<file path="src/design/ospw_pkg.sv">
`timescale 1ns / 1ps
`default_nettype none

package ospw_pkg;

    // field widths
    localparam int FUNC_W    = 2;
    localparam int POS_W     = 17;
    localparam int HEAD_W    = 16;
    localparam int STREAK_W  = 8;
    localparam int INDEX_W   = 4;
    localparam int RADIUS_W  = 16;
    localparam int STEP_W    = 10;
    localparam int GOAL_W    = 18;
    localparam int DIFF_W    = 19;

    // configuration port
    localparam int CFG_ADDR_W = 2;
    localparam int CFG_DATA_W = 17;
    localparam logic [CFG_ADDR_W-1:0] CFG_CENTER_X     = 2'd0;
    localparam logic [CFG_ADDR_W-1:0] CFG_CENTER_Y     = 2'd1;
    localparam logic [CFG_ADDR_W-1:0] CFG_RADIUS_STEP  = 2'd2;
    localparam logic [CFG_ADDR_W-1:0] CFG_START_RADIUS = 2'd3;

    // request codes
    localparam logic [FUNC_W-1:0] FUNC_NEXT    = 2'd0;
    localparam logic [FUNC_W-1:0] FUNC_RESUME  = 2'd1;
    localparam logic [FUNC_W-1:0] FUNC_LOST    = 2'd2;
    localparam logic [FUNC_W-1:0] FUNC_RESTORE = 2'd3;

    // reset values
    localparam logic [RADIUS_W-1:0] RADIUS_RESET       = 16'd500;
    localparam logic [STEP_W-1:0]   RADIUS_STEP_RESET  = 10'd350;
    localparam logic [RADIUS_W-1:0] START_RADIUS_RESET = 16'd1250;
    localparam logic [INDEX_W-1:0]  INDEX_RESET        = 4'd1;
    localparam logic [INDEX_W-1:0]  INDEX_LAST         = 4'd9;
    localparam logic [3:0]          ROT_MAX            = 4'd15;
    localparam logic [3:0]          ROT_GROW_MIN       = 4'd6;
    localparam logic [STREAK_W-1:0] STREAK_SKIP        = 8'd4;

    // floor(r / 1000) as (r * K) >> SH, exact for 16-bit r
    localparam int DIV_K_W = 17;
    localparam int PROD_W  = RADIUS_W + DIV_K_W;
    localparam logic [DIV_K_W-1:0] DIV1000_K = 17'd67109;
    localparam int DIV1000_SH = 26;
    localparam int METRE_W = PROD_W - DIV1000_SH;

    // CORDIC
    localparam int CORDIC_STEPS   = 16;
    localparam int CORDIC_ITER_W  = $clog2(CORDIC_STEPS);
    localparam int ATAN_IDX_W     = 5;
    localparam int CORDIC_W       = DIFF_W + 2;

    // offset codes: full radius or half radius, either sign
    localparam logic [1:0] OFF_RP = 2'd0;
    localparam logic [1:0] OFF_HP = 2'd1;
    localparam logic [1:0] OFF_HN = 2'd2;
    localparam logic [1:0] OFF_RN = 2'd3;

    typedef struct packed {
        logic [FUNC_W-1:0]          func;
        logic signed [POS_W-1:0]    cur_x;
        logic signed [POS_W-1:0]    cur_y;
        logic [HEAD_W-1:0]          cur_heading;
        logic                       blocked;
        logic [STREAK_W-1:0]        obstacle_streak;
        logic [INDEX_W-1:0]         random_start;
    } req_t;

    typedef struct packed {
        logic [RADIUS_W-1:0]        radius_now;
        logic [INDEX_W-1:0]         search_position;
        logic signed [HEAD_W-1:0]   goal_heading;
        logic signed [GOAL_W-1:0]   goal_y;
        logic signed [GOAL_W-1:0]   goal_x;
    } res_t;

    typedef struct packed {
        logic [1:0] x_sel;
        logic [1:0] y_sel;
    } offset_t;

    function automatic logic [HEAD_W-1:0] atan_val(input logic [ATAN_IDX_W-1:0] idx);
        logic [HEAD_W-1:0] v;
        case (idx)
            5'd0:    v = 16'd8192;
            5'd1:    v = 16'd4836;
            5'd2:    v = 16'd2555;
            5'd3:    v = 16'd1297;
            5'd4:    v = 16'd651;
            5'd5:    v = 16'd326;
            5'd6:    v = 16'd163;
            5'd7:    v = 16'd81;
            5'd8:    v = 16'd41;
            5'd9:    v = 16'd20;
            5'd10:   v = 16'd10;
            5'd11:   v = 16'd5;
            5'd12:   v = 16'd3;
            5'd13:   v = 16'd1;
            5'd14:   v = 16'd1;
            default: v = 16'd0;
        endcase
        return v;
    endfunction

    // odd whole-metre radius above 2, from the registered reciprocal product
    function automatic logic odd_above_two(input logic [PROD_W-1:0] prod);
        logic [METRE_W-1:0] d;
        d = prod[PROD_W-1:DIV1000_SH];
        return d[0] && (d > METRE_W'(2));
    endfunction

    // heading sector, upper bounds inclusive: count of floor(k*65536/12) exceeded
    function automatic logic [INDEX_W-1:0] sector_index(input logic cw,
                                                        input logic [HEAD_W-1:0] hd);
        logic [3:0] s;
        logic [INDEX_W-1:0] v;
        s = 4'd0;
        if (hd > 16'd5461)  s = s + 4'd1;
        if (hd > 16'd10922) s = s + 4'd1;
        if (hd > 16'd16384) s = s + 4'd1;
        if (hd > 16'd21845) s = s + 4'd1;
        if (hd > 16'd27306) s = s + 4'd1;
        if (hd > 16'd32768) s = s + 4'd1;
        if (hd > 16'd38229) s = s + 4'd1;
        if (hd > 16'd43690) s = s + 4'd1;
        if (hd > 16'd49152) s = s + 4'd1;
        if (hd > 16'd54613) s = s + 4'd1;
        if (hd > 16'd60074) s = s + 4'd1;
        if (cw)
        begin
            case (s)
                4'd0, 4'd1:        v = 4'd8;
                4'd2:              v = 4'd7;
                4'd3:              v = 4'd6;
                4'd4, 4'd5, 4'd6:  v = 4'd5;
                4'd7:              v = 4'd4;
                4'd8:              v = 4'd3;
                4'd9, 4'd10:       v = 4'd2;
                default:           v = 4'd1;
            endcase
        end
        else
        begin
            case (s)
                4'd0, 4'd1:        v = 4'd1;
                4'd2:              v = 4'd2;
                4'd3:              v = 4'd3;
                4'd4, 4'd5, 4'd6:  v = 4'd4;
                4'd7:              v = 4'd5;
                4'd8, 4'd9:        v = 4'd6;
                4'd10:             v = 4'd7;
                default:           v = 4'd8;
            endcase
        end
        return v;
    endfunction

    function automatic offset_t offset_sel(input logic cw, input logic [INDEX_W-1:0] p);
        offset_t o;
        if (cw)
        begin
            case (p)
                4'd1:    o = '{x_sel: OFF_RP, y_sel: OFF_HN};
                4'd2:    o = '{x_sel: OFF_HP, y_sel: OFF_RN};
                4'd3:    o = '{x_sel: OFF_HN, y_sel: OFF_RN};
                4'd4:    o = '{x_sel: OFF_RN, y_sel: OFF_HN};
                4'd5:    o = '{x_sel: OFF_RN, y_sel: OFF_HP};
                4'd6:    o = '{x_sel: OFF_HN, y_sel: OFF_RP};
                4'd7:    o = '{x_sel: OFF_HP, y_sel: OFF_RP};
                default: o = '{x_sel: OFF_RP, y_sel: OFF_HP};
            endcase
        end
        else
        begin
            case (p)
                4'd2:    o = '{x_sel: OFF_HP, y_sel: OFF_RP};
                4'd3:    o = '{x_sel: OFF_HN, y_sel: OFF_RP};
                4'd4:    o = '{x_sel: OFF_RN, y_sel: OFF_HP};
                4'd5:    o = '{x_sel: OFF_RN, y_sel: OFF_HN};
                4'd6:    o = '{x_sel: OFF_HN, y_sel: OFF_RN};
                4'd7:    o = '{x_sel: OFF_HP, y_sel: OFF_RN};
                4'd8:    o = '{x_sel: OFF_RP, y_sel: OFF_HN};
                default: o = '{x_sel: OFF_RP, y_sel: OFF_HP};
            endcase
        end
        return o;
    endfunction

    function automatic logic signed [GOAL_W-1:0] offset_val(input logic [1:0] sel,
                                                           input logic [RADIUS_W-1:0] r);
        logic signed [GOAL_W-1:0] full;
        logic signed [GOAL_W-1:0] half;
        logic signed [GOAL_W-1:0] v;
        full = GOAL_W'(r);
        half = GOAL_W'(r >> 1);
        case (sel)
            OFF_RP:  v = full;
            OFF_HP:  v = half;
            OFF_HN:  v = -half;
            default: v = -full;
        endcase
        return v;
    endfunction

endpackage

`default_nettype wire

</file>
<file path="src/design/ospw_cordic.sv">
`timescale 1ns / 1ps
`default_nettype none

module ospw_cordic
(
    input  wire logic                                   clk,
    input  wire logic                                   rst_n,
    input  wire logic                                   start,
    input  wire logic signed [ospw_pkg::DIFF_W-1:0]     dx,
    input  wire logic signed [ospw_pkg::DIFF_W-1:0]     dy,
    output      logic                                   done,
    output      logic signed [ospw_pkg::HEAD_W-1:0]     heading
);
    import ospw_pkg::*;

    logic                               busy_reg, busy_next;
    logic                               done_reg, done_next;
    logic [CORDIC_ITER_W-1:0]           iter_reg, iter_next;
    logic signed [CORDIC_W-1:0]         x_reg, x_next;
    logic signed [CORDIC_W-1:0]         y_reg, y_next;
    logic [HEAD_W-1:0]                  z_reg, z_next;
    logic                               zero_reg, zero_next;

    logic signed [CORDIC_W-1:0]         dx_w, dy_w, xs, ys;
    logic [HEAD_W-1:0]                  ang;
    logic                               last;

    assign dx_w = CORDIC_W'(dx);
    assign dy_w = CORDIC_W'(dy);
    assign xs   = x_reg >>> iter_reg;
    assign ys   = y_reg >>> iter_reg;
    assign ang  = atan_val(ATAN_IDX_W'(iter_reg));
    assign last = (iter_reg == CORDIC_ITER_W'(CORDIC_STEPS - 1));

    always_comb
    begin
        busy_next = busy_reg;
        done_next = 1'b0;
        iter_next = iter_reg;
        x_next    = x_reg;
        y_next    = y_reg;
        z_next    = z_reg;
        zero_next = zero_reg;
        if (start)
        begin
            busy_next = 1'b1;
            iter_next = '0;
            zero_next = (dx == '0) && (dy == '0);
            // left half plane: rotate by pi first (+pi and -pi agree mod 2^16)
            if (dx < 0)
            begin
                x_next = -dx_w;
                y_next = -dy_w;
                z_next = 16'h8000;
            end
            else
            begin
                x_next = dx_w;
                y_next = dy_w;
                z_next = '0;
            end
        end
        else if (busy_reg)
        begin
            if (!y_reg[CORDIC_W-1])
            begin
                x_next = x_reg + ys;
                y_next = y_reg - xs;
                z_next = z_reg + ang;
            end
            else
            begin
                x_next = x_reg - ys;
                y_next = y_reg + xs;
                z_next = z_reg - ang;
            end
            iter_next = iter_reg + 1'b1;
            if (last)
            begin
                busy_next = 1'b0;
                done_next = 1'b1;
            end
        end
    end

    always_ff @(posedge clk or negedge rst_n)
    begin
        if (!rst_n)
        begin
            busy_reg <= 1'b0;
            done_reg <= 1'b0;
            iter_reg <= '0;
        end
        else
        begin
            busy_reg <= busy_next;
            done_reg <= done_next;
            iter_reg <= iter_next;
        end
    end

    always_ff @(posedge clk)
    begin
        x_reg    <= x_next;
        y_reg    <= y_next;
        z_reg    <= z_next;
        zero_reg <= zero_next;
    end

    assign done    = done_reg;
    assign heading = zero_reg ? '0 : z_reg;

endmodule

`default_nettype wire

</file>
<file path="src/design/ospw_ctrl.sv">
`timescale 1ns / 1ps
`default_nettype none

module ospw_ctrl
(
    input  wire logic                                   clk,
    input  wire logic                                   rst_n,
    input  wire logic                                   req_valid,
    output      logic                                   req_ready,
    input  wire ospw_pkg::req_t                         req,
    input  wire logic                                   cfg_we,
    input  wire logic [ospw_pkg::CFG_ADDR_W-1:0]        cfg_addr,
    input  wire logic [ospw_pkg::CFG_DATA_W-1:0]        cfg_wdata,
    output      logic                                   res_valid,
    input  wire logic                                   res_ready,
    output      ospw_pkg::res_t                         res,
    output      logic                                   cordic_start,
    output      logic signed [ospw_pkg::DIFF_W-1:0]     cordic_dx,
    output      logic signed [ospw_pkg::DIFF_W-1:0]     cordic_dy,
    input  wire logic                                   cordic_done,
    input  wire logic signed [ospw_pkg::HEAD_W-1:0]     cordic_heading
);
    import ospw_pkg::*;

    localparam logic [3:0] ST_IDLE   = 4'd0;
    localparam logic [3:0] ST_SKIP   = 4'd1;
    localparam logic [3:0] ST_IDX    = 4'd2;
    localparam logic [3:0] ST_GROW   = 4'd3;
    localparam logic [3:0] ST_GROW2  = 4'd4;
    localparam logic [3:0] ST_GOAL   = 4'd5;
    localparam logic [3:0] ST_DIFF   = 4'd6;
    localparam logic [3:0] ST_CSTART = 4'd7;
    localparam logic [3:0] ST_CWAIT  = 4'd8;
    localparam logic [3:0] ST_OUT    = 4'd9;

    logic [3:0]                 state_reg, state_next;
    logic [INDEX_W-1:0]         pi_reg, pi_next;
    logic [RADIUS_W-1:0]        radius_reg, radius_next;
    logic [3:0]                 rot_reg, rot_next;
    logic                       cw_reg, cw_next;
    logic                       wp_reg, wp_next;

    logic signed [POS_W-1:0]    center_x_reg, center_y_reg;
    logic [STEP_W-1:0]          step_reg;
    logic [RADIUS_W-1:0]        start_radius_reg;

    logic                       blk_reg, blk_next;
    logic                       skip_reg, skip_next;
    logic signed [POS_W-1:0]    cx_reg, cx_next;
    logic signed [POS_W-1:0]    cy_reg, cy_next;
    logic [INDEX_W-1:0]         p_reg, p_next;
    logic [PROD_W-1:0]          prod_reg, prod_next;
    logic signed [GOAL_W-1:0]   gx_reg, gx_next;
    logic signed [GOAL_W-1:0]   gy_reg, gy_next;
    logic signed [DIFF_W-1:0]   dx_reg, dx_next;
    logic signed [DIFF_W-1:0]   dy_reg, dy_next;

    logic                       cw_new;
    logic [INDEX_W-1:0]         p_clamp;
    logic [RADIUS_W:0]          grown;
    offset_t                    off;

    assign req_ready = (state_reg == ST_IDLE);
    assign cw_new    = odd_above_two(prod_reg);
    assign p_clamp   = (pi_reg > INDEX_LAST) ? '0 : pi_reg;
    assign grown     = {1'b0, radius_reg} + (RADIUS_W + 1)'(step_reg);
    assign off       = offset_sel(cw_reg, p_reg);

    always_comb
    begin
        state_next  = state_reg;
        pi_next     = pi_reg;
        radius_next = radius_reg;
        rot_next    = rot_reg;
        cw_next     = cw_reg;
        wp_next     = wp_reg;
        blk_next    = blk_reg;
        skip_next   = skip_reg;
        cx_next     = cx_reg;
        cy_next     = cy_reg;
        p_next      = p_reg;
        prod_next   = prod_reg;
        gx_next     = gx_reg;
        gy_next     = gy_reg;
        dx_next     = dx_reg;
        dy_next     = dy_reg;
        case (state_reg)
            ST_IDLE:
            begin
                if (req_valid)
                begin
                    blk_next  = req.blocked;
                    skip_next = req.blocked && (req.obstacle_streak >= STREAK_SKIP);
                    cx_next   = req.cur_x;
                    cy_next   = req.cur_y;
                    if (req.func == FUNC_LOST || req.func == FUNC_RESTORE)
                    begin
                        cw_next  = 1'b0;
                        rot_next = '0;
                        wp_next  = 1'b0;
                        gx_next  = '0;
                        gy_next  = '0;
                        if (req.func == FUNC_LOST)
                        begin
                            pi_next     = req.random_start;
                            radius_next = RADIUS_RESET;
                        end
                        else
                        begin
                            radius_next = start_radius_reg;
                        end
                        state_next = ST_OUT;
                    end
                    else
                    begin
                        wp_next = 1'b1;
                        if (req.func == FUNC_RESUME)
                        begin
                            pi_next = sector_index(cw_reg, req.cur_heading);
                        end
                        state_next = ST_SKIP;
                    end
                end
            end
            ST_SKIP:
            begin
                if (skip_reg)
                begin
                    pi_next = pi_reg + 1'b1;
                end
                prod_next  = radius_reg * DIV1000_K;
                state_next = ST_IDX;
            end
            ST_IDX:
            begin
                cw_next = cw_new;
                p_next  = p_clamp;
                pi_next = p_clamp;
                if (p_clamp == '0)
                begin
                    if (!blk_reg && rot_reg > ROT_GROW_MIN)
                    begin
                        radius_next = grown[RADIUS_W] ? '1 : grown[RADIUS_W-1:0];
                    end
                    state_next = ST_GROW;
                end
                else
                begin
                    if (!blk_reg)
                    begin
                        if (cw_new)
                        begin
                            pi_next = (p_clamp >= (INDEX_LAST - 1'b1)) ? '0 : p_clamp + 1'b1;
                        end
                        else
                        begin
                            pi_next = (p_clamp == INDEX_LAST) ? '0 : p_clamp + 1'b1;
                        end
                    end
                    state_next = ST_GOAL;
                end
            end
            ST_GROW:
            begin
                prod_next  = radius_reg * DIV1000_K;
                state_next = ST_GROW2;
            end
            ST_GROW2:
            begin
                pi_next    = odd_above_two(prod_reg) ? 4'd1 : 4'd2;
                rot_next   = '0;
                state_next = ST_GOAL;
            end
            ST_GOAL:
            begin
                gx_next = GOAL_W'(center_x_reg) + offset_val(off.x_sel, radius_reg);
                gy_next = GOAL_W'(center_y_reg) + offset_val(off.y_sel, radius_reg);
                if (rot_reg < ROT_MAX)
                begin
                    rot_next = rot_reg + 1'b1;
                end
                state_next = ST_DIFF;
            end
            ST_DIFF:
            begin
                dx_next    = DIFF_W'(gx_reg) - DIFF_W'(cx_reg);
                dy_next    = DIFF_W'(gy_reg) - DIFF_W'(cy_reg);
                state_next = ST_CSTART;
            end
            ST_CSTART:
            begin
                state_next = ST_CWAIT;
            end
            ST_CWAIT:
            begin
                if (cordic_done)
                begin
                    state_next = ST_OUT;
                end
            end
            ST_OUT:
            begin
                if (res_ready)
                begin
                    state_next = ST_IDLE;
                end
            end
            default:
            begin
                state_next = ST_IDLE;
            end
        endcase
    end

    always_ff @(posedge clk or negedge rst_n)
    begin
        if (!rst_n)
        begin
            state_reg        <= ST_IDLE;
            pi_reg           <= INDEX_RESET;
            radius_reg       <= RADIUS_RESET;
            rot_reg          <= '0;
            cw_reg           <= 1'b0;
            wp_reg           <= 1'b0;
            center_x_reg     <= '0;
            center_y_reg     <= '0;
            step_reg         <= RADIUS_STEP_RESET;
            start_radius_reg <= START_RADIUS_RESET;
        end
        else
        begin
            state_reg  <= state_next;
            pi_reg     <= pi_next;
            radius_reg <= radius_next;
            rot_reg    <= rot_next;
            cw_reg     <= cw_next;
            wp_reg     <= wp_next;
            if (cfg_we)
            begin
                case (cfg_addr)
                    CFG_CENTER_X:     center_x_reg     <= cfg_wdata;
                    CFG_CENTER_Y:     center_y_reg     <= cfg_wdata;
                    CFG_RADIUS_STEP:  step_reg         <= cfg_wdata[STEP_W-1:0];
                    CFG_START_RADIUS: start_radius_reg <= cfg_wdata[RADIUS_W-1:0];
                    default:          ;
                endcase
            end
        end
    end

    always_ff @(posedge clk)
    begin
        blk_reg  <= blk_next;
        skip_reg <= skip_next;
        cx_reg   <= cx_next;
        cy_reg   <= cy_next;
        p_reg    <= p_next;
        prod_reg <= prod_next;
        gx_reg   <= gx_next;
        gy_reg   <= gy_next;
        dx_reg   <= dx_next;
        dy_reg   <= dy_next;
    end

    assign cordic_start = (state_reg == ST_CSTART);
    assign cordic_dx    = dx_reg;
    assign cordic_dy    = dy_reg;

    assign res_valid           = (state_reg == ST_OUT);
    assign res.goal_x          = gx_reg;
    assign res.goal_y          = gy_reg;
    assign res.goal_heading    = wp_reg ? cordic_heading : '0;
    assign res.search_position = (pi_reg == '0) ? INDEX_LAST : pi_reg - 1'b1;
    assign res.radius_now      = radius_reg;

endmodule

`default_nettype wire

</file>
<file path="src/design/octagon_spiral_waypoint_sequencer.sv">
`timescale 1ns / 1ps
`default_nettype none

// Channel   Dir  Signals                          Content
// s_        in   s_tvalid s_tready s_tdata s_tuser  waypoint request, tuser = func
// m_        out  m_tvalid m_tready m_tdata          goal and search state
// cfg_      in   cfg_we cfg_addr cfg_wdata          center, radius step, start radius
//
// A next or resume request runs through the skip, index, goal, difference and CORDIC
// states before its result, and point 0 adds the two grow states; the 16-step CORDIC
// atan2 unit dominates. Lost and restore requests go straight to the output state.
// One request is in flight at a time; s_tready is high only while the sequencer idles.
// The result sits in an output register, so a stalled m_tready blocks accept only once it is full.
// rst_n is asynchronous: state returns to point 1, radius 500 mm, registers to defaults.

module octagon_spiral_waypoint_sequencer
(
    input  wire logic                                   clk,
    input  wire logic                                   rst_n,
    input  wire logic                                   s_tvalid,
    output      logic                                   s_tready,
    // cur_x[16:0] cur_y[33:17] cur_heading[49:34] blocked[50]
    // obstacle_streak[58:51] random_start[62:59], bit 63 zero
    input  wire logic [63:0]                            s_tdata,
    // func[1:0]
    input  wire logic [ospw_pkg::FUNC_W-1:0]            s_tuser,
    output      logic                                   m_tvalid,
    input  wire logic                                   m_tready,
    // goal_x[17:0] goal_y[35:18] goal_heading[51:36] search_position[55:52]
    // radius_now[71:56]
    output      logic [71:0]                            m_tdata,
    input  wire logic                                   cfg_we,
    input  wire logic [ospw_pkg::CFG_ADDR_W-1:0]        cfg_addr,
    input  wire logic [ospw_pkg::CFG_DATA_W-1:0]        cfg_wdata
);
    import ospw_pkg::*;

    req_t                       req;
    res_t                       res;
    res_t                       out_reg;
    logic                       out_valid_reg, out_valid_next;
    logic                       res_valid, res_ready;
    logic                       cordic_start, cordic_done;
    logic signed [DIFF_W-1:0]   cordic_dx, cordic_dy;
    logic signed [HEAD_W-1:0]   cordic_heading;

    assign req.func            = s_tuser;
    assign req.cur_x           = s_tdata[16:0];
    assign req.cur_y           = s_tdata[33:17];
    assign req.cur_heading     = s_tdata[49:34];
    assign req.blocked         = s_tdata[50];
    assign req.obstacle_streak = s_tdata[58:51];
    assign req.random_start    = s_tdata[62:59];

    ospw_ctrl u_ctrl
    (
        .clk            (clk),
        .rst_n          (rst_n),
        .req_valid      (s_tvalid),
        .req_ready      (s_tready),
        .req            (req),
        .cfg_we         (cfg_we),
        .cfg_addr       (cfg_addr),
        .cfg_wdata      (cfg_wdata),
        .res_valid      (res_valid),
        .res_ready      (res_ready),
        .res            (res),
        .cordic_start   (cordic_start),
        .cordic_dx      (cordic_dx),
        .cordic_dy      (cordic_dy),
        .cordic_done    (cordic_done),
        .cordic_heading (cordic_heading)
    );

    ospw_cordic u_cordic
    (
        .clk     (clk),
        .rst_n   (rst_n),
        .start   (cordic_start),
        .dx      (cordic_dx),
        .dy      (cordic_dy),
        .done    (cordic_done),
        .heading (cordic_heading)
    );

    // output register: loads when empty or being drained
    assign res_ready = !out_valid_reg || m_tready;

    always_comb
    begin
        out_valid_next = out_valid_reg;
        if (res_valid && res_ready)
        begin
            out_valid_next = 1'b1;
        end
        else if (m_tready)
        begin
            out_valid_next = 1'b0;
        end
    end

    always_ff @(posedge clk or negedge rst_n)
    begin
        if (!rst_n)
        begin
            out_valid_reg <= 1'b0;
        end
        else
        begin
            out_valid_reg <= out_valid_next;
        end
    end

    always_ff @(posedge clk)
    begin
        if (res_valid && res_ready)
        begin
            out_reg <= res;
        end
    end

    assign m_tvalid = out_valid_reg;
    assign m_tdata  = {out_reg.radius_now, out_reg.search_position, out_reg.goal_heading,
                       out_reg.goal_y, out_reg.goal_x};

endmodule

`default_nettype wire

</file>
<file path="config.mk">
export PLATFORM = sky130hd
export DESIGN_NAME = octagon_spiral_waypoint_sequencer
export DESIGN_NICKNAME = d
export VERILOG_FILES = /design/src/design/ospw_pkg.sv /design/src/design/ospw_cordic.sv /design/src/design/ospw_ctrl.sv /design/src/design/octagon_spiral_waypoint_sequencer.sv
export SDC_FILE = /design/constraint.sdc
export NUM_CORES = 1
export LEC_CHECK = 0
export BUFFER_PORTS_ARGS = -buffer_cell sky130_fd_sc_hd__buf_2
export CORE_MARGIN = 2
export CORE_UTILIZATION = 45
export CTS_CLUSTER_SIZE = 24
export DETAILED_ROUTE_END_ITERATION = 8
export GPL_ROUTABILITY_DRIVEN = 0
export PLACE_DENSITY = 0.68
export SLEW_MARGIN = 20
export SYNTH_ARGS = -nofsm -noshare
export SYNTH_HDL_FRONTEND = slang
export SYNTH_SLANG_ARGS = --single-unit
export TNS_END_PERCENT = 50
</file>
<file path="constraint.sdc">
create_clock -name clk -period 16.1 [get_ports clk]
set_clock_uncertainty 0.2 [all_clocks]
set_input_delay 0.805 -clock clk [delete_from_list [all_inputs] [get_ports clk]]
set_output_delay 0.805 -clock clk [all_outputs]
set_load 0.005 [all_outputs]
</file>
==> impl_table.tex, run 1 <==
\begin{tabular}{lr}
\hline
Metric & Value \\
\hline
\multicolumn{2}{l}{\textbf{Finish}} \\
\quad Flip-flop count of the largest register after layout & a little over 70 \\
\quad Final std cell area, no fill & roughly 32000 um2 \\
\quad Number of diodes added for antenna fixing & 0 \\
\quad Multi-input gate area & between 15000 and 20000 um2 \\
\quad Number of filler instances in the final layout & 5785 \\
\quad Leading cell types in the layout, fill and taps excluded & sky130\_fd\_sc\_hd\_\_ha\_1, sky130\_fd\_sc\_hd\_\_nor2\_1, sky130\_fd\_sc\_hd\_\_edfxtp\_1 \\
\quad Area growth from synthesis to layout & 11.4\% \\
\quad Core utilization of the finished layout & 0.505 \\
\quad Share of layout cells above drive strength 1 & 0.138 \\
\quad Sequential cell area & 10000 um2 \\
\quad Number of nets in the finished design & about 3600 \\
\quad Most common library cell in the layout ignoring fill and taps & sky130\_fd\_sc\_hd\_\_ha\_1 \\
\multicolumn{2}{l}{\textbf{Die}} \\
\quad Placeable Area & between 60000 and 70000 um2 \\
\quad Full die area & approximately 65000 um2 \\
\quad Std cell rows & 92 \\
\quad Initial Util & 0.454 \\
\quad Ports & 164 \\
\quad Horizontal extent of the die & around 260 um \\
\quad Floorplan die height & $\sim$260 um \\
\multicolumn{2}{l}{\textbf{STA}} \\
\quad Number of hold-slack violations in the final timing report & 0 \\
\quad Number of failing setup endpoints in the final timing report & 0 \\
\quad Slew @ Worst Pin & between 1000 and 1500 ps \\
\quad Final period util & 0.547 \\
\quad Upper clock frequency limit & around 0.11 GHz \\
\quad Setup TNS & 0 ps \\
\quad Clock period minus final worst setup slack & just under 9000 ps \\
\quad Unrepaired setup endpoints after global routing & false \\
\quad Slew Viols, Final & 0 \\
\quad Final hold slack & approximately 190 ps \\
\quad Max-slew headroom at the worst pin & 0.333 \\
\multicolumn{2}{l}{\textbf{Detailed routing}} \\
\quad Number of iterations in the first detailed-routing pass & 6 \\
\quad Wirelength per Cell & 18.1 um \\
\quad Final wirelength & between 70 and 80 mm \\
\quad Vias per std cell & 5.63 \\
\quad Number of design rule violations left after detail routing & 0 \\
\quad Initial detailed-routing violation count & 2067 \\
\quad Routed Antenna Nets & 0 \\
\quad Count of vias placed by the detailed router & between 20000 and 25000 \\
\multicolumn{2}{l}{\textbf{Clock tree}} \\
\quad CTS Buf Count & 42 \\
\quad CTS tree & yes \\
\quad Post-CTS Setup Inserts & 0 \\
\quad Total number of clock tree sinks & 349 \\
\quad CTS Root Buffer Type & sky130\_fd\_sc\_hd\_\_clkbuf\_16 \\
\quad Skew-Pair Late Insertion Delay & just under 600 ps \\
\quad Resized cells post-CTS & 0 \\
\quad Total of hold buffers inserted after clock tree synthesis & 1 \\
\quad Clock tree buffer depth & 3 \\
\quad H-tree depth reported by CTS & 2 \\
\quad Clk pin slew, worst setup/hold paths & roughly 60 ps \\
\multicolumn{2}{l}{\textbf{Worst setup path}} \\
\quad Critical path data arrival time & 9130 ps \\
\quad Startpoint type of the worst setup path & primary input \\
\quad Kind of end point of the critical path & flop \\
\quad Slowest CP cell & sky130\_fd\_sc\_hd\_\_o41ai\_1 \\
\quad Cell type with the highest occurrence count on the critical path & sky130\_fd\_sc\_hd\_\_ha\_1 \\
\quad Critical path start-end classification & in -> reg \\
\quad Largest stage delay on the critical path & 590 ps \\
\quad Top fanout value on the critical path & 7 \\
\quad Data required time of the critical path & 16420 ps \\
\multicolumn{2}{l}{\textbf{Global routing}} \\
\quad Via count of the first global-routing pass & roughly 22000 \\
\quad Combined global-route utilization of all metal layers & 0.218 \\
\quad Grt met2 use & 0.364 \\
\quad Maximum number of pins on one net before global-route repair & 75 \\
\quad Global-route layer with the greatest usage & met2 \\
\quad Wire length of the first global-routing pass & 116 mm \\
\quad Met1 Use GR & 0.289 \\
\quad Gr ovfl total & 0 \\
\quad Global routing usage on met3 & 0.0302 \\
\quad Antenna violations before repair & 1 \\
\multicolumn{2}{l}{\textbf{Synthesis}} \\
\quad Average size of a mapped cell & roughly 9.5 um2 \\
\quad Register area share after synthesis & 0.351 \\
\quad EDFF count, synth & $\sim$250 \\
\quad Cells after synthesis & around 3000 \\
\quad Number of distinct standard cells referenced by the synthesized netlist & 80 \\
\quad Fraction of synthesis flops using an asynchronous set or reset pin & 0.278 \\
\quad Synthesized net count & approximately 3400 \\
\quad Area of the mapped netlist & 28600 um2 \\
\quad \#FFs+latches synth & around 350 \\
\quad Number of warnings reported in the yosys synthesis log & 0 \\
\quad Post-synth top flop & sky130\_fd\_sc\_hd\_\_edfxtp\_1 \\
\multicolumn{2}{l}{\textbf{Place}} \\
\quad Post-DP HPWL & around 54 mm \\
\quad IO buf count & 160 \\
\quad Instance area at placement & 30200 um2 \\
\multicolumn{2}{l}{\textbf{Status}} \\
\quad Result of the run & finished clean \\
\multicolumn{2}{l}{\textbf{Min path}} \\
\quad Min-Delay Path Class & in -> reg \\
\multicolumn{2}{l}{\textbf{Flow run}} \\
\quad Max-cap violations & 0 \\
\hline
\end{tabular}
## final timing paths
kind                                           start                    endpoint  slack [ps]  cells after the start
worst max-delay path                     s_tdata[46]            u_ctrl.pi_reg[0]        7290                     39
worst min-delay path                     s_tdata[11]           u_ctrl.cx_reg[11]         190                      1
worst max register to register  u_cordic.iter_reg[0]          u_cordic.y_reg[20]        9530                     21
worst min register to register         u_ctrl.wp_reg               u_ctrl.wp_reg         280                      2
max in group asynchronous                      rst_n  u_ctrl.start_radius_reg[7]       14110                      4
min in group asynchronous                      rst_n       u_ctrl.radius_reg[15]         500                      2
## metrics by stage
| step | setup slack (ps) | cells |
|---|---|---|
| 6_report | 7290 | 3998 |
| 5_1_grt | 6600 | 3998 |
| 4_1_cts | 7400 | 3995 |
| 3_5_place_dp | 6800 | 3917 |
| 3_3_place_gp | 6870 | 3917 |
| 2_1_floorplan | 7760 | 2999 |
## cell usage after synthesis (all sizes together), types with 5 or more instances
library cell	number	area (um2)
o31a	9	78.8
mux2i	34	340
nor2b	37	231
o211ai	21	158
a21o	33	248
edfxtp	252	7570
dfrtp	79	1980
nor3	55	275
mux4	33	743
clkbuf	91	342
and2	36	225
a21boi	17	128
nand3b	8	60.1
o221ai	6	52.6
nand4	9	56.3
nand2b	32	200
nor2	303	1140
nand3	62	310
buf	24	108
o21bai	31	233
inv	235	882
and3	28	175
or2	13	81.3
nor3b	6	45.0
or3	23	145
a221oi	10	87.6
o41ai	8	70.1
mux2	80	905
fa	47	941
a21oi	241	1210
a31oi	31	194
a211oi	21	163
a211o	5	43.8
xnor2	159	1410
ha	311	3890
or4	9	75.1
o31ai	22	165
o21a	27	203
o21ai	177	886
o22ai	17	106
a31o	5	43.8
xor2	70	613
nand2	201	754
dfstp	18	473
nor4	13	81.3
## layer usage
layer,part of all wire,vias to the layer above
met1,0.44,10700
met4,0.037,2
li1,-,11000
met2,0.47,661
met5,0.00018,-
met3,0.057,161
## area by class of cell
class,count,share of cell area
Multi-Input combinational cell,2297,0.542
Sequential cell,349,0.315
Clock buffer,54,0.0370
Timing Repair Buffer,191,0.0338
Tap cell,846,0.0333
Inverter,238,0.0281
Clock inverter,23,0.0112
## logic make-up (layout without fill, tap and decap cells)
logic type               count (synthesis)  in the layout  share of synthesized area
AND/OR/NAND/NOR                        845            845                      0.138
AO/OA/AOI/OAI                          718            718                      0.155
adder cells (fa/ha/maj)                358            358                      0.169
buffers and inverters                  353            506                     0.0470
flip-flops                             349            349                      0.351
XOR/XNOR                               229            229                     0.0708
multiplexers                           147            147                     0.0696
## worst max-delay path, delay by kind of cell
family / cells / cell delay, ps
AO/OA/AOI/OAI: 13 / 2540
adder cells (fa/ha/maj): 7 / 2390
AND/OR/NAND/NOR: 8 / 1720
XOR/XNOR: 4 / 820
buffers and inverters: 6 / 610
multiplexers: 1 / 270
Power of run 1 is not shown: default switching activity piles up to over one toggle a cycle in this logic, so the estimate is an artifact.
==> run 2, diff against run 1 <==
==> constraint.sdc (replaced) <==
create_clock -name clk -period 8.55 [get_ports clk]
set_clock_uncertainty 0.2 [all_clocks]
set_input_delay 0.4275 -clock clk [delete_from_list [all_inputs] [get_ports clk]]
set_output_delay 0.4275 -clock clk [all_outputs]
set_load 0.005 [all_outputs]
==> run 2 against run 1 <==
Critical path depth stayed put. Global-route usage up 0.30 points. Design area rose by 1.4%. Non-clock buffer count up 67. Sequential cell count stayed put. Via count increased by 1.5%. Worst setup slack worse by 6600 ps. Routed wire length rose by 1.7%. Die area unchanged. Critical path type unchanged. Highest routed layer unchanged.
==> impl_table.tex, run 2 (same netlist as run 1, synthesis figures left out) <==
\begin{tabular}{lr}
\hline
Metric & Value \\
\hline
\multicolumn{2}{l}{\textbf{Status}} \\
\quad Result of the run & finished clean \\
\multicolumn{2}{l}{\textbf{Worst setup path}} \\
\quad Data required time of the critical path & between 8000 and 9000 ps \\
\quad Kind of cell adding the most delay to the critical path & compound AO/OA/AOI/OAI gates \\
\quad Slowest CP cell & sky130\_fd\_sc\_hd\_\_o41ai\_1 \\
\quad Startpoint type of the worst setup path & primary input \\
\quad Critical path buffer and inverter count & 6 \\
\quad Worst Reg-to-Reg Cells & 22 \\
\quad Kind of end point of the critical path & flop \\
\quad Critical path data arrival time & a little over 8000 ps \\
\quad Top fanout value on the critical path & 6 \\
\quad Critical path start-end classification & in -> reg \\
\quad Levels on crit path & 39 \\
\quad Cell type with the highest occurrence count on the critical path & sky130\_fd\_sc\_hd\_\_ha\_1 \\
\quad Largest stage delay on the critical path & between 600 and 700 ps \\
\multicolumn{2}{l}{\textbf{STA}} \\
\quad Setup TNS & 0 ps \\
\quad Number of failing setup endpoints in the final timing report & 0 \\
\quad Clock period minus final worst setup slack & 7840 ps \\
\quad Slew Viols, Final & 0 \\
\quad Final period util & 0.917 \\
\quad Number of hold-slack violations in the final timing report & 0 \\
\quad Slew @ Worst Pin & around 1100 ps \\
\quad Unrepaired setup endpoints after global routing & false \\
\quad Max-slew headroom at the worst pin & 0.297 \\
\quad Upper clock frequency limit & $\sim$0.13 GHz \\
\multicolumn{2}{l}{\textbf{Place}} \\
\quad Instance area at placement & between 30000 and 40000 um2 \\
\quad Post-DP HPWL & 55.0 mm \\
\quad IO buf count & between 150 and 200 \\
\quad Placed Instances & around 3900 \\
\multicolumn{2}{l}{\textbf{Finish}} \\
\quad Final std cell area, no fill & roughly 32000 um2 \\
\quad Most common library cell in the layout ignoring fill and taps & sky130\_fd\_sc\_hd\_\_ha\_1 \\
\quad Area growth from synthesis to layout & 12.9\% \\
\quad Number of cells in the finished layout apart from fillers & between 4000 and 5000 \\
\quad Flip-flop count of the largest register after layout & 72 \\
\quad Core utilization of the finished layout & 0.512 \\
\quad Number of filler instances in the final layout & 5721 \\
\quad Share of layout cells above drive strength 1 & 0.135 \\
\quad Number of nets in the finished design & 3633 \\
\quad Number of diodes added for antenna fixing & 0 \\
\quad Leading cell types in the layout, fill and taps excluded & sky130\_fd\_sc\_hd\_\_ha\_1, sky130\_fd\_sc\_hd\_\_nor2\_1, sky130\_fd\_sc\_hd\_\_edfxtp\_1 \\
\multicolumn{2}{l}{\textbf{Detailed routing}} \\
\quad Vias per std cell & about 5.6 \\
\quad Final wirelength & about 74 mm \\
\quad Number of design rule violations left after detail routing & 0 \\
\quad Count of vias placed by the detailed router & $\sim$23000 \\
\quad Wirelength per Cell & $\sim$18 um \\
\quad Number of iterations in the first detailed-routing pass & 8 \\
\quad Initial detailed-routing violation count & between 1500 and 2000 \\
\quad Routed Antenna Nets & 0 \\
\multicolumn{2}{l}{\textbf{Global routing}} \\
\quad Combined global-route utilization of all metal layers & 0.221 \\
\quad Wire length of the first global-routing pass & around 120 mm \\
\quad Gr ovfl total & 0 \\
\quad Antenna violations before repair & 2 \\
\quad Maximum number of pins on one net before global-route repair & just under 70 \\
\quad Via count of the first global-routing pass & 21900 \\
\multicolumn{2}{l}{\textbf{Die}} \\
\quad Full die area & 65500 um2 \\
\quad Floorplan die height & roughly 260 um \\
\quad Horizontal extent of the die & roughly 260 um \\
\quad Initial Util & 0.454 \\
\quad Ports & roughly 160 \\
\quad Placeable Area & about 63000 um2 \\
\quad Std cell rows & between 90 and 100 \\
\multicolumn{2}{l}{\textbf{Min path}} \\
\quad Min-Delay Path Class & in -> reg \\
\quad Cell depth of the worst hold path & 3 \\
\multicolumn{2}{l}{\textbf{Flow run}} \\
\quad Max-cap violations & 0 \\
\multicolumn{2}{l}{\textbf{Clock tree}} \\
\quad Skew-Pair Late Insertion Delay & between 500 and 600 ps \\
\quad CTS Buf Count & 41 \\
\quad Clk pin slew, worst setup/hold paths & roughly 60 ps \\
\quad CTS tree & yes \\
\quad CTS Root Buffer Type & sky130\_fd\_sc\_hd\_\_clkbuf\_16 \\
\quad H-tree depth reported by CTS & 2 \\
\quad Clock tree buffer depth & 3 \\
\quad Total number of clock tree sinks & between 300 and 400 \\
\quad Post-CTS Setup Inserts & 0 \\
\hline
\end{tabular}
[run 2: final cells by class]
| type | count | area (um2) | area share |
|---|---|---|---|
| multi-input combinational | 2297 | 17200 | 0.535 |
| sequential | 349 | 10000 | 0.311 |
| timing repair buffer | 258 | 1710 | 0.0529 |
| clock buffer | 52 | 1100 | 0.0340 |
| tap | 846 | 1060 | 0.0328 |
| inverter | 238 | 893 | 0.0277 |
| clock inverter | 24 | 236 | 0.00733 |
[run 2: path summary, 6_finish.rpt]
check | slack (ps) | from | endpoint
setup reg to reg | 2080 | u_cordic.iter_reg[1] | u_cordic.y_reg[20]
max in group asynchronous | 6740 | rst_n | u_ctrl.start_radius_reg[0]
hold reg to reg | 270 | u_ctrl.gy_reg[14] | m_tdata[32]
hold / removal | 40 | s_tvalid | u_ctrl.wp_reg
setup / recovery | 710 | s_tdata[46] | u_ctrl.pi_reg[0]
min in group asynchronous | 280 | rst_n | u_ctrl.pi_reg[1]
[run 2: through the flow]
stage | setup WS [ps] | hold slack (ps)
6_report | 708 | 44.8
5_1_grt | 76.2 | 52.3
4_1_cts | 795 | 12.9
3_5_place_dp | 216 | 248
3_3_place_gp | 299 | 251
2_1_floorplan | 590 | -68.1
[run 2: layer usage]
layer | vias to the layer above | part of all wire | global-route usage
li1 | 11100 | - | -
met1 | 10800 | 0.44 | 0.294
met2 | 726 | 0.47 | 0.367
met3 | 179 | 0.056 | 0.0272
met4 | 2 | 0.043 | 0.0910
met5 | - | 0.00018 | 0
[run 2: worst min-delay path, stage by stage]
cell and delay (ps):
sky130_fd_sc_hd__buf_2 150, sky130_fd_sc_hd__nand2_1 110, sky130_fd_sc_hd__o21ai_0 80
[run 2: repair_timing]
item | CTS | global route
resized for setup | 0 | 0
hold endpoints to repair | 152 | 0
endpoints found under the setup margin | 0 | 0
hold buffers | 60 | 0
Power of run 2 is left out for the same reason.
